**config.mk**
```make
export PLATFORM = sky130hd
export DESIGN_NAME = plastic_weight_normalizer_flat
export DESIGN_NICKNAME = d
export VERILOG_FILES = /design/src/sv/pwn_pkg.sv /design/src/sv/pwn_if.sv /design/src/sv/plastic_weight_normalizer.sv /design/src/sv/pwn_datapath.sv /design/src/sv/pwn_ctrl.sv /design/src/flat_wrapper.sv
export SDC_FILE = /design/constraint.sdc
export NUM_CORES = 2
export LEC_CHECK = 0
export BUFFER_PORTS_ARGS = -buffer_cell sky130_fd_sc_hd__buf_2
export CORE_MARGIN = 3
export CORE_UTILIZATION = 48
export CTS_CLUSTER_SIZE = 28
export DETAILED_ROUTE_END_ITERATION = 8
export GPL_TIMING_DRIVEN = 0
export MAX_ROUTING_LAYER = met4
export PLACE_DENSITY = 0.75
export REMOVE_ABC_BUFFERS = 1
export SLEW_MARGIN = 15
export SYNTH_ARGS = -nofsm -noshare
export SYNTH_HDL_FRONTEND = slang
export SYNTH_SLANG_ARGS = --single-unit
```
**constraint.sdc**
```tcl
create_clock -name i_clk -period 5.98 [get_ports i_clk]
set_input_delay 0.598 -clock i_clk [delete_from_list [all_inputs] [get_ports i_clk]]
set_output_delay 0.598 -clock i_clk [all_outputs]
set_load 0.1 [all_outputs]
```
**src/sv/pwn_pkg.sv**
```systemverilog
package pwn_pkg;

    localparam int W_W     = 16;
    localparam int T_W     = 22;
    localparam int P_W     = W_W + T_W;
    localparam int CNT_W   = 7;
    localparam int SLOT_W  = 6;
    localparam int STEP_W  = 4;
    localparam logic [STEP_W-1:0] LAST_STEP = 4'd15;
    localparam logic [W_W-1:0]    W_MAX     = 16'hFFFF;

    typedef struct packed {
        logic [W_W-1:0] weight_in;
        logic           is_plastic;
        logic           last_in;
    } t_in_item;

    typedef struct packed {
        logic [W_W-1:0]    weight_out;
        logic [SLOT_W-1:0] slot;
        logic              is_last;
        logic              saturated;
        logic              zero_sum;
        logic              overflow;
    } t_out_item;

    // Commands from the controller to the datapath.
    typedef struct packed {
        logic accept;
        logic rd;
        logic mul;
        logic prep;
        logic div;
        logic next;
        logic done;
        logic out_valid;
    } t_cmd;

    // Status from the datapath to the controller.
    typedef struct packed {
        logic last_slot;
        logic bypass;
    } t_stat;

endpackage

```
**src/sv/pwn_if.sv**
```systemverilog
interface pwn_in_if;
    logic                        valid;
    logic                        ready;
    logic [pwn_pkg::W_W-1:0]     weight_in;
    logic                        is_plastic;
    logic                        last_in;

    modport source (output valid, output weight_in, output is_plastic, output last_in,
                    input ready);
    modport sink   (input valid, input weight_in, input is_plastic, input last_in,
                    output ready);
endinterface

interface pwn_out_if;
    logic                          valid;
    logic                          ready;
    logic [pwn_pkg::W_W-1:0]       weight_out;
    logic [pwn_pkg::SLOT_W-1:0]    slot;
    logic                          is_last;
    logic                          saturated;
    logic                          zero_sum;
    logic                          overflow;

    modport source (output valid, output weight_out, output slot, output is_last,
                    output saturated, output zero_sum, output overflow, input ready);
    modport sink   (input valid, input weight_out, input slot, input is_last,
                    input saturated, input zero_sum, input overflow, output ready);
endinterface

```
**src/sv/plastic_weight_normalizer.sv**
```systemverilog
// Channel   Dir  Handshake      Payload
// i_in      in   valid/ready    weight_in[16], is_plastic, last_in
// o_out     out  valid/ready    weight_out[16], slot[6], is_last, saturated,
//                               zero_sum, overflow
// i_cfg_*   in   write enable   target_total[22]
//
// While filling, one item is taken per cycle; an item with last_in starts emission.
// Each result passes through memory read, multiply, check and output when the weight
// passes unchanged or saturates, and through the 16-step restoring divider otherwise.
// No input is taken until the final result of the batch has been taken.
// A stalled output holds its result; reset (synchronous, active low) returns to filling.
module plastic_weight_normalizer #(
    parameter int MAX_SYNAPSES = 64
) (
    input  logic                     i_clk,
    input  logic                     i_rst_n,
    input  logic                     i_cfg_we,
    input  logic [pwn_pkg::T_W-1:0]  i_cfg_data,
    pwn_in_if.sink                   i_in,
    pwn_out_if.source                o_out
);

    pwn_pkg::t_in_item  item;
    pwn_pkg::t_out_item res;
    pwn_pkg::t_cmd      cmd;
    pwn_pkg::t_stat     stat;

    assign item.weight_in  = i_in.weight_in;
    assign item.is_plastic = i_in.is_plastic;
    assign item.last_in    = i_in.last_in;

    pwn_ctrl u_ctrl (
        .i_clk       (i_clk),
        .i_rst_n     (i_rst_n),
        .i_in_valid  (i_in.valid),
        .i_in_last   (i_in.last_in),
        .i_out_ready (o_out.ready),
        .i_stat      (stat),
        .o_in_ready  (i_in.ready),
        .o_out_valid (o_out.valid),
        .o_cmd       (cmd)
    );

    pwn_datapath #(
        .MAX_SYNAPSES (MAX_SYNAPSES)
    ) u_datapath (
        .i_clk      (i_clk),
        .i_rst_n    (i_rst_n),
        .i_cfg_we   (i_cfg_we),
        .i_cfg_data (i_cfg_data),
        .i_item     (item),
        .i_cmd      (cmd),
        .o_stat     (stat),
        .o_res      (res)
    );

    assign o_out.weight_out = res.weight_out;
    assign o_out.slot       = res.slot;
    assign o_out.is_last    = res.is_last;
    assign o_out.saturated  = res.saturated;
    assign o_out.zero_sum   = res.zero_sum;
    assign o_out.overflow   = res.overflow;

endmodule

```
**src/sv/pwn_datapath.sv**
```systemverilog
module pwn_datapath #(
    parameter int MAX_SYNAPSES = 64
) (
    input  logic                      i_clk,
    input  logic                      i_rst_n,
    input  logic                      i_cfg_we,
    input  logic [pwn_pkg::T_W-1:0]   i_cfg_data,
    input  pwn_pkg::t_in_item         i_item,
    input  pwn_pkg::t_cmd             i_cmd,
    output pwn_pkg::t_stat            o_stat,
    output pwn_pkg::t_out_item        o_res
);

    localparam int AW = (MAX_SYNAPSES > 1) ? $clog2(MAX_SYNAPSES) : 1;
    localparam logic [pwn_pkg::CNT_W-1:0] DEPTH = pwn_pkg::CNT_W'(MAX_SYNAPSES);

    logic [pwn_pkg::W_W:0]      r_mem [MAX_SYNAPSES];
    logic [pwn_pkg::W_W:0]      r_rd;
    logic [pwn_pkg::P_W-1:0]    r_prod;
    logic [pwn_pkg::T_W-1:0]    r_rem;
    logic [pwn_pkg::W_W-1:0]    r_lo;
    logic                       r_sat;
    logic [pwn_pkg::SLOT_W-1:0] r_slot;
    logic [pwn_pkg::CNT_W-1:0]  r_count;
    logic [pwn_pkg::T_W-1:0]    r_sum;
    logic                       r_drop;
    logic [pwn_pkg::T_W-1:0]    r_target;

    logic                       full;
    logic                       zero;
    logic                       sat_now;
    logic                       scale;
    logic [pwn_pkg::T_W:0]      rem_sh;
    logic [pwn_pkg::T_W:0]      rem_sub;
    logic                       q_bit;

    assign full    = (r_count == DEPTH);
    assign zero    = (r_sum == '0);
    // The quotient exceeds 16 bits exactly when the upper product bits reach the sum.
    assign sat_now = (r_prod[pwn_pkg::P_W-1:pwn_pkg::W_W] >= r_sum);
    assign scale   = r_rd[0] && !zero;
    assign rem_sh  = {r_rem, r_lo[pwn_pkg::W_W-1]};
    assign rem_sub = rem_sh - {1'b0, r_sum};
    assign q_bit   = (rem_sh >= {1'b0, r_sum});

    assign o_stat.bypass    = !scale || sat_now;
    assign o_stat.last_slot = ((pwn_pkg::CNT_W'(r_slot) + 7'd1) == r_count);

    always_ff @(posedge i_clk) begin
        if (i_cmd.accept && !full) begin
            r_mem[r_count[AW-1:0]] <= {i_item.weight_in, i_item.is_plastic};
        end
        if (i_cmd.rd) begin
            r_rd <= r_mem[r_slot[AW-1:0]];
        end
    end

    always_ff @(posedge i_clk) begin
        if (i_cmd.mul) begin
            r_prod <= pwn_pkg::P_W'(r_rd[pwn_pkg::W_W:1]) * pwn_pkg::P_W'(r_target);
        end
        if (i_cmd.prep) begin
            r_sat <= scale && sat_now;
            if (!scale) begin
                r_lo <= r_rd[pwn_pkg::W_W:1];
            end else if (sat_now) begin
                r_lo <= pwn_pkg::W_MAX;
            end else begin
                r_lo  <= r_prod[pwn_pkg::W_W-1:0];
                r_rem <= r_prod[pwn_pkg::P_W-1:pwn_pkg::W_W];
            end
        end
        if (i_cmd.div) begin
            // One restoring step: the quotient bits shift in as the dividend bits shift out.
            r_lo  <= {r_lo[pwn_pkg::W_W-2:0], q_bit};
            r_rem <= q_bit ? rem_sub[pwn_pkg::T_W-1:0] : rem_sh[pwn_pkg::T_W-1:0];
        end
    end

    always_ff @(posedge i_clk) begin
        if (!i_rst_n) begin
            r_count  <= '0;
            r_sum    <= '0;
            r_drop   <= 1'b0;
            r_slot   <= '0;
            r_target <= '0;
        end else begin
            if (i_cfg_we) begin
                r_target <= i_cfg_data;
            end
            if (i_cmd.accept) begin
                if (full) begin
                    r_drop <= 1'b1;
                end else begin
                    r_count <= r_count + 7'd1;
                    if (i_item.is_plastic) begin
                        r_sum <= r_sum + pwn_pkg::T_W'(i_item.weight_in);
                    end
                end
            end
            if (i_cmd.next) begin
                r_slot <= r_slot + 6'd1;
            end
            if (i_cmd.done) begin
                r_slot  <= '0;
                r_count <= '0;
                r_sum   <= '0;
                r_drop  <= 1'b0;
            end
        end
    end

    assign o_res.weight_out = r_lo;
    assign o_res.slot       = r_slot;
    assign o_res.is_last    = o_stat.last_slot;
    assign o_res.saturated  = r_sat;
    assign o_res.zero_sum   = zero;
    assign o_res.overflow   = r_drop;

    a_count_bound: assert property (@(posedge i_clk) disable iff (!i_rst_n)
        r_count <= DEPTH)
        else $error("item count exceeds the buffer depth");

    a_slot_in_batch: assert property (@(posedge i_clk) disable iff (!i_rst_n)
        i_cmd.out_valid |-> (pwn_pkg::CNT_W'(r_slot) < r_count))
        else $error("result slot outside the buffered batch");

    a_batch_clear: assert property (@(posedge i_clk) disable iff (!i_rst_n)
        i_cmd.done |=> (r_count == '0) && (r_sum == '0) && !r_drop && (r_slot == '0))
        else $error("batch state not cleared after the final result");

endmodule

```
**src/sv/pwn_ctrl.sv**
```systemverilog
module pwn_ctrl (
    input  logic            i_clk,
    input  logic            i_rst_n,
    input  logic            i_in_valid,
    input  logic            i_in_last,
    input  logic            i_out_ready,
    input  pwn_pkg::t_stat  i_stat,
    output logic            o_in_ready,
    output logic            o_out_valid,
    output pwn_pkg::t_cmd   o_cmd
);

    typedef enum logic [5:0] {
        ST_FILL = 6'b000001,
        ST_READ = 6'b000010,
        ST_MUL  = 6'b000100,
        ST_PREP = 6'b001000,
        ST_DIV  = 6'b010000,
        ST_OUT  = 6'b100000
    } t_state;

    t_state                     r_state, n_state;
    logic [pwn_pkg::STEP_W-1:0] r_step, n_step;

    always_comb begin
        n_state = r_state;
        n_step  = r_step;
        o_cmd   = '0;
        case (r_state)
            ST_FILL: begin
                o_cmd.accept = i_in_valid;
                if (i_in_valid && i_in_last) begin
                    n_state = ST_READ;
                end
            end
            ST_READ: begin
                o_cmd.rd = 1'b1;
                n_state  = ST_MUL;
            end
            ST_MUL: begin
                o_cmd.mul = 1'b1;
                n_state   = ST_PREP;
            end
            ST_PREP: begin
                o_cmd.prep = 1'b1;
                n_step     = '0;
                n_state    = i_stat.bypass ? ST_OUT : ST_DIV;
            end
            ST_DIV: begin
                o_cmd.div = 1'b1;
                n_step    = r_step + 4'd1;
                if (r_step == pwn_pkg::LAST_STEP) begin
                    n_state = ST_OUT;
                end
            end
            ST_OUT: begin
                o_cmd.out_valid = 1'b1;
                if (i_out_ready) begin
                    if (i_stat.last_slot) begin
                        o_cmd.done = 1'b1;
                        n_state    = ST_FILL;
                    end else begin
                        o_cmd.next = 1'b1;
                        n_state    = ST_READ;
                    end
                end
            end
            default: begin
                n_state = ST_FILL;
            end
        endcase
    end

    assign o_in_ready  = (r_state == ST_FILL);
    assign o_out_valid = (r_state == ST_OUT);

    always_ff @(posedge i_clk) begin
        if (!i_rst_n) begin
            r_state <= ST_FILL;
            r_step  <= '0;
        end else begin
            r_state <= n_state;
            r_step  <= n_step;
        end
    end

    a_div_full_length: assert property (@(posedge i_clk) disable iff (!i_rst_n)
        (r_state == ST_DIV) && (n_state == ST_OUT) |-> (r_step == pwn_pkg::LAST_STEP))
        else $error("division left before all quotient bits were formed");

    a_no_overlap: assert property (@(posedge i_clk) disable iff (!i_rst_n)
        !(o_in_ready && o_out_valid))
        else $error("input taken while a result is being offered");

    a_done_returns: assert property (@(posedge i_clk) disable iff (!i_rst_n)
        o_cmd.done |=> (r_state == ST_FILL))
        else $error("controller did not return to filling after the batch");

endmodule

```
**src/flat_wrapper.sv**
```systemverilog
// flat-port wrapper written by rule: the top's interface ports become plain ports
module plastic_weight_normalizer_flat 
#(
    parameter int MAX_SYNAPSES = 64
)
  (i_clk, i_rst_n, i_cfg_we, i_cfg_data, i_in_valid, i_in_weight_in, i_in_is_plastic, i_in_last_in, i_in_ready, o_out_valid, o_out_weight_out, o_out_slot, o_out_is_last, o_out_saturated, o_out_zero_sum, o_out_overflow, o_out_ready);
  pwn_in_if i_in_i ();
  pwn_out_if o_out_i ();
  input  logic i_clk;
  input  logic i_rst_n;
  input  logic i_cfg_we;
  input  logic [pwn_pkg::T_W-1:0] i_cfg_data;
  input wire logic [$bits(i_in_i.valid)-1:0] i_in_valid;
  input wire logic [$bits(i_in_i.weight_in)-1:0] i_in_weight_in;
  input wire logic [$bits(i_in_i.is_plastic)-1:0] i_in_is_plastic;
  input wire logic [$bits(i_in_i.last_in)-1:0] i_in_last_in;
  output wire logic [$bits(i_in_i.ready)-1:0] i_in_ready;
  output wire logic [$bits(o_out_i.valid)-1:0] o_out_valid;
  output wire logic [$bits(o_out_i.weight_out)-1:0] o_out_weight_out;
  output wire logic [$bits(o_out_i.slot)-1:0] o_out_slot;
  output wire logic [$bits(o_out_i.is_last)-1:0] o_out_is_last;
  output wire logic [$bits(o_out_i.saturated)-1:0] o_out_saturated;
  output wire logic [$bits(o_out_i.zero_sum)-1:0] o_out_zero_sum;
  output wire logic [$bits(o_out_i.overflow)-1:0] o_out_overflow;
  input wire logic [$bits(o_out_i.ready)-1:0] o_out_ready;
  assign i_in_i.valid = i_in_valid;
  assign i_in_i.weight_in = i_in_weight_in;
  assign i_in_i.is_plastic = i_in_is_plastic;
  assign i_in_i.last_in = i_in_last_in;
  assign i_in_ready = i_in_i.ready;
  assign o_out_valid = o_out_i.valid;
  assign o_out_weight_out = o_out_i.weight_out;
  assign o_out_slot = o_out_i.slot;
  assign o_out_is_last = o_out_i.is_last;
  assign o_out_saturated = o_out_i.saturated;
  assign o_out_zero_sum = o_out_i.zero_sum;
  assign o_out_overflow = o_out_i.overflow;
  assign o_out_i.ready = o_out_ready;
  plastic_weight_normalizer #(.MAX_SYNAPSES(MAX_SYNAPSES)) u_core (.i_clk(i_clk), .i_rst_n(i_rst_n), .i_cfg_we(i_cfg_we), .i_cfg_data(i_cfg_data), .i_in(i_in_i), .o_out(o_out_i));
endmodule
```
==> flow_summary.yaml <==
job:
  drv_cap: 0
setup_path:
  crit_chain: "buf_6 > buf_12 > and2_4 > fa_1 > inv_2 > fa_1 > inv_1 > fa_1 > fa_1 > fa_1 > inv_1 > fa_1 > inv_2 > ha_4 > a21o_1 > a31o_2 > a221o_1 > a211oi_4 > o311a_1 > o31ai_2 > a21oi_1 > xnor2_1"
  cp.required_ps: 6440
  r2r_end: "u_core.u_datapath.r_prod[37]$_DFFE_PP_"
  cp_max_fo: 5
  critPathLaunchType: "flop"
  crit_start: "u_core.u_datapath.r_rd[11]$_DFFE_PP_"
  reg2reg_from: "u_core.u_datapath.r_rd[11]$_DFFE_PP_"
  cp_data_arrival_time_ps: 6790
  critPathKind: "reg2reg"
  crit_path_frequent_cell: "fa_1"
  rrSetupSlack_ps: -340
  critPathBufInv: 6
  end_kind: "flop"
  reg2regPathDepth: 22
  crit_cells: 22
  slowest_delay_ps: 540
  critical_path.top_delay_family: "adder cells"
  slowest_stage: "fa_1"
route:
  routed_wl_mm: 160
  via_per_inst: 6.10
  ant_nets: 0
  vias: 35600
  drt-wirelength-per-cell_um: 27.5
  dr.pass1.iters: 7
  drc: 0
  drtIter0Drc: 3776
status:
  violations: "negative setup slack"
  outcome: "complete, but fails checks"
clock_tree:
  clock-sinks: 1250
  cts.clk_slew.worst_paths_ps: 70
  ctsHoldBuffers: 0
  clk_path_buf_depth: 3
  clock_latency_ps: 770
  cts_tree: "done"
  cts_buffers: 118
  cts-htree-levels: 3
  clockRootBuffer: "clkbuf_16"
power_and_ir_drop:
  power_w: 0.0214
  power_density_nw_per_um2: 302
  peakVddDrop_mv: 0.300
  p_leak_nw: 24.4
die:
  die_area_um2: 134000
  core_um2: 128000
  pin_count: 73
  start_util: 0.485
  die_height_um: 365
  row_count: 131
  die_w_um: 365
sta:
  fin_skew_ps: 64.1
  setup_viol: 13
  rsz0062_at_grt: "true"
  worstMarginPinSlew_ps: 1230
  drv_slew: 0
  hold_viol: 0
  holdWs_ps: 120
  final.min_clock_period_ps: 6320
  slew_headroom: 0.182
  fin_ws_ps: -343
  tns_ps: -1810
  fmax_mhz: 158
  fin_crit_sh: 1.06
layout:
  utilization: 0.554
  area_growth_syn_to_layout_pct: 14.2
  drive_gt1_frac: 0.232
  num-nets-final: 4559
global_routing:
  grt_pass1_wl_mm: 236
  grt_max_degree: 67
  grt_usage: 0.247
  grt_antenna_before_repair: 12
  grt_pass1_vias: 36200
  overflow: 0
placed_design:
  place.gp.congestion: 0.908
  place_hpwl_mm: 94.8
  port_buffers: 72
logic_synthesis:
  postSynthAreaPerCell_um2: 16.0
  ys_ff_latch: 1250
  synth.distinct_cells: 78
  synthCells: 3883
  yosysSeqAreaShare: 0.594
  synth-edff-count: 1182
  synthFlopType: "edfxtp_1"
  yosysWarnings: 0
  synthArstFlopShare: 0
  syn-cell-area_um2: 62000
min_path:
  hold_path_class: "in2reg"
  whs_path_depth: 3
  holdPathEnd: "u_core.u_datapath.r_target[13]$_SDFFE_PN0P_"
  hold_path.startpoint: "i_cfg_data[13]"
==> cell families after synthesis <==
kind of cell / after synthesis / share of synthesized area
flip-flops: 1250 / 0.594
AO/OA/AOI/OAI: 344 / 0.0352
XOR/XNOR: 80 / 0.0113
adder cells (fa/ha/maj): 454 / 0.125
AND/OR/NAND/NOR: 802 / 0.0626
buffers and inverters: 553 / 0.0346
multiplexers: 400 / 0.137
==> per-layer routing <==
layer,vias up,part of all wire,global-route usage
li1,14800,-,-
met1,18500,0.37,0.313
met2,1933,0.50,0.404
met3,401,0.084,0.0454
met4,0,0.040,0.0865
met5,-,0,-
==> timing repair <==
| action | 4_1_cts | 5_1_grt |
|---|---|---|
| endpoints found under the hold margin | 0 | 0 |
| setup buffers | 69 | 22 |
| setup endpoints to repair | 25 | 23 |
| resized for setup | 89 | 75 |
| pin swaps | 24 | 39 |
| cloned | 2 | 1 |
==> cell usage after synthesis (5+ instances only) <==
cell	instances	area, µm²
o21ai_0	94	470
and3_1	7	43.8
edfxtp_1	1182	35500
nand2_1	306	1150
a21o_1	29	218
nor2b_1	40	250
mux4_2	357	8040
o31ai_1	7	52.6
or3_1	7	43.8
clkbuf_1	132	495
buf_1	17	63.8
nor3_1	44	220
mux2i_1	41	410
nand4_1	14	87.6
nor4_1	10	62.6
xnor2_1	59	517
o41ai_1	6	52.6
o21a_1	31	233
buf_2	36	180
a211oi_1	17	128
inv_1	363	1360
nor3b_1	7	52.6
nand3_1	21	105
o211ai_1	7	52.6
o21bai_1	6	45.0
a21oi_1	95	475
a31oi_1	8	50.1
dfxtp_1	68	1360
fa_1	280	5610
xor2_1	21	184
nand2b_1	11	68.8
nor2_1	147	552
and2_1	160	1000
nand3b_1	5	37.5
ha_1	174	2180
==> stage by stage <==
| stage | cell area, µm² | std cells | setup slack (ps) |
|---|---|---|---|
| 2_1_floorplan | 61200 | 3693 | -10360 |
| 3_3_place_gp | 63700 | 5427 | -16190 |
| 3_5_place_dp | 65400 | 5511 | -1460 |
| 4_1_cts | 70300 | 5797 | -299 |
| 5_1_grt | 70800 | 5823 | -515 |
| 6_report | 70800 | 5825 | -343 |
==> how the worst max path moves through the flow <==
stage	to	slack, ps
global route	u_core.u_datapath.r_prod[37]$_DFFE_PP_	-510
finish	u_core.u_datapath.r_prod[37]$_DFFE_PP_	-340
floorplan	u_core.u_datapath.r_slot[0]$_SDFFE_PP0P_	-10360
detailed placement	u_core.u_datapath.r_prod[37]$_DFFE_PP_	-1460
CTS	u_core.u_datapath.r_prod[37]$_DFFE_PP_	-300
global placement	u_core.u_datapath.r_sum[20]$_SDFFE_PP0P_	-16190
==> placed cells by master, fill, tap and decap left out, types with 25 or more instances in the layout <==
cell type,synthesis,layout
buf_6,2,28
buf_2,36,55
edfxtp_1,1182,1182
mux4_2,357,357
nor2_2,0,56
ha_1,174,159
buf_4,3,71
buf_8,0,52
o21ai_0,94,85
o21a_1,31,31
xnor2_1,59,57
mux2i_1,41,41
dfxtp_1,68,43
and2_1,160,153
nor2_1,147,82
inv_1,363,356
clkbuf_1,132,25
nand2_1,306,305
clkbuf_16,0,120
clkinv_1,0,26
nor2b_1,40,40
a21o_1,29,29
fa_1,280,272
nor3_1,44,40
a21oi_1,95,80
==> registers in the layout, summed over array words and instances (netlist names) <==
signal,count
u_core.u_datapath.r_drop,1
u_core.u_ctrl.r_step,4
u_core.u_ctrl.r_state,6
u_core.u_datapath.r_prod,38
u_core.u_datapath.r_sat,1
u_core.u_datapath.r_slot,6
u_core.u_datapath.r_rd,17
u_core.u_datapath.r_sum,22
u_core.u_datapath.r_mem,1088
u_core.u_datapath.r_lo,16
u_core.u_datapath.r_count,7
u_core.u_datapath.r_rem,22
u_core.u_datapath.r_target,22
==> worst register-to-register path: cells and delay by family (launching register included) <==
kind                       cells  cell delay [ps]
xor gates and xnor gates       1               90
adders and majority gates      7             3240
AOI/OAI and AO/OA              7             1680
DFF                            1              400
buffers and inverters          6              480
and+or+nand+nor                1              170
==> layout make-up <==
class                   count  area [µm²]
flip-flops and latches   1250       36900
clock buffers             144        3070
well taps                1662        2080
diodes                      8        20.0
inverters                 363        1360
clock inverters            71         724
repair buffers            247        2890
multi-input cells        2080       23700
fillers                  9482       57000
==> report_power, final <==
part / switching, W / total, W / internal [W]
clock: 0.00333 / 0.00742 / 0.00409
combinational: 0.00242 / 0.00412 / 0.00170
sequential: 0.000104 / 0.00985 / 0.00975
total: 0.00585 / 0.0214 / 0.0155
(Power assumes the default switching activity.)
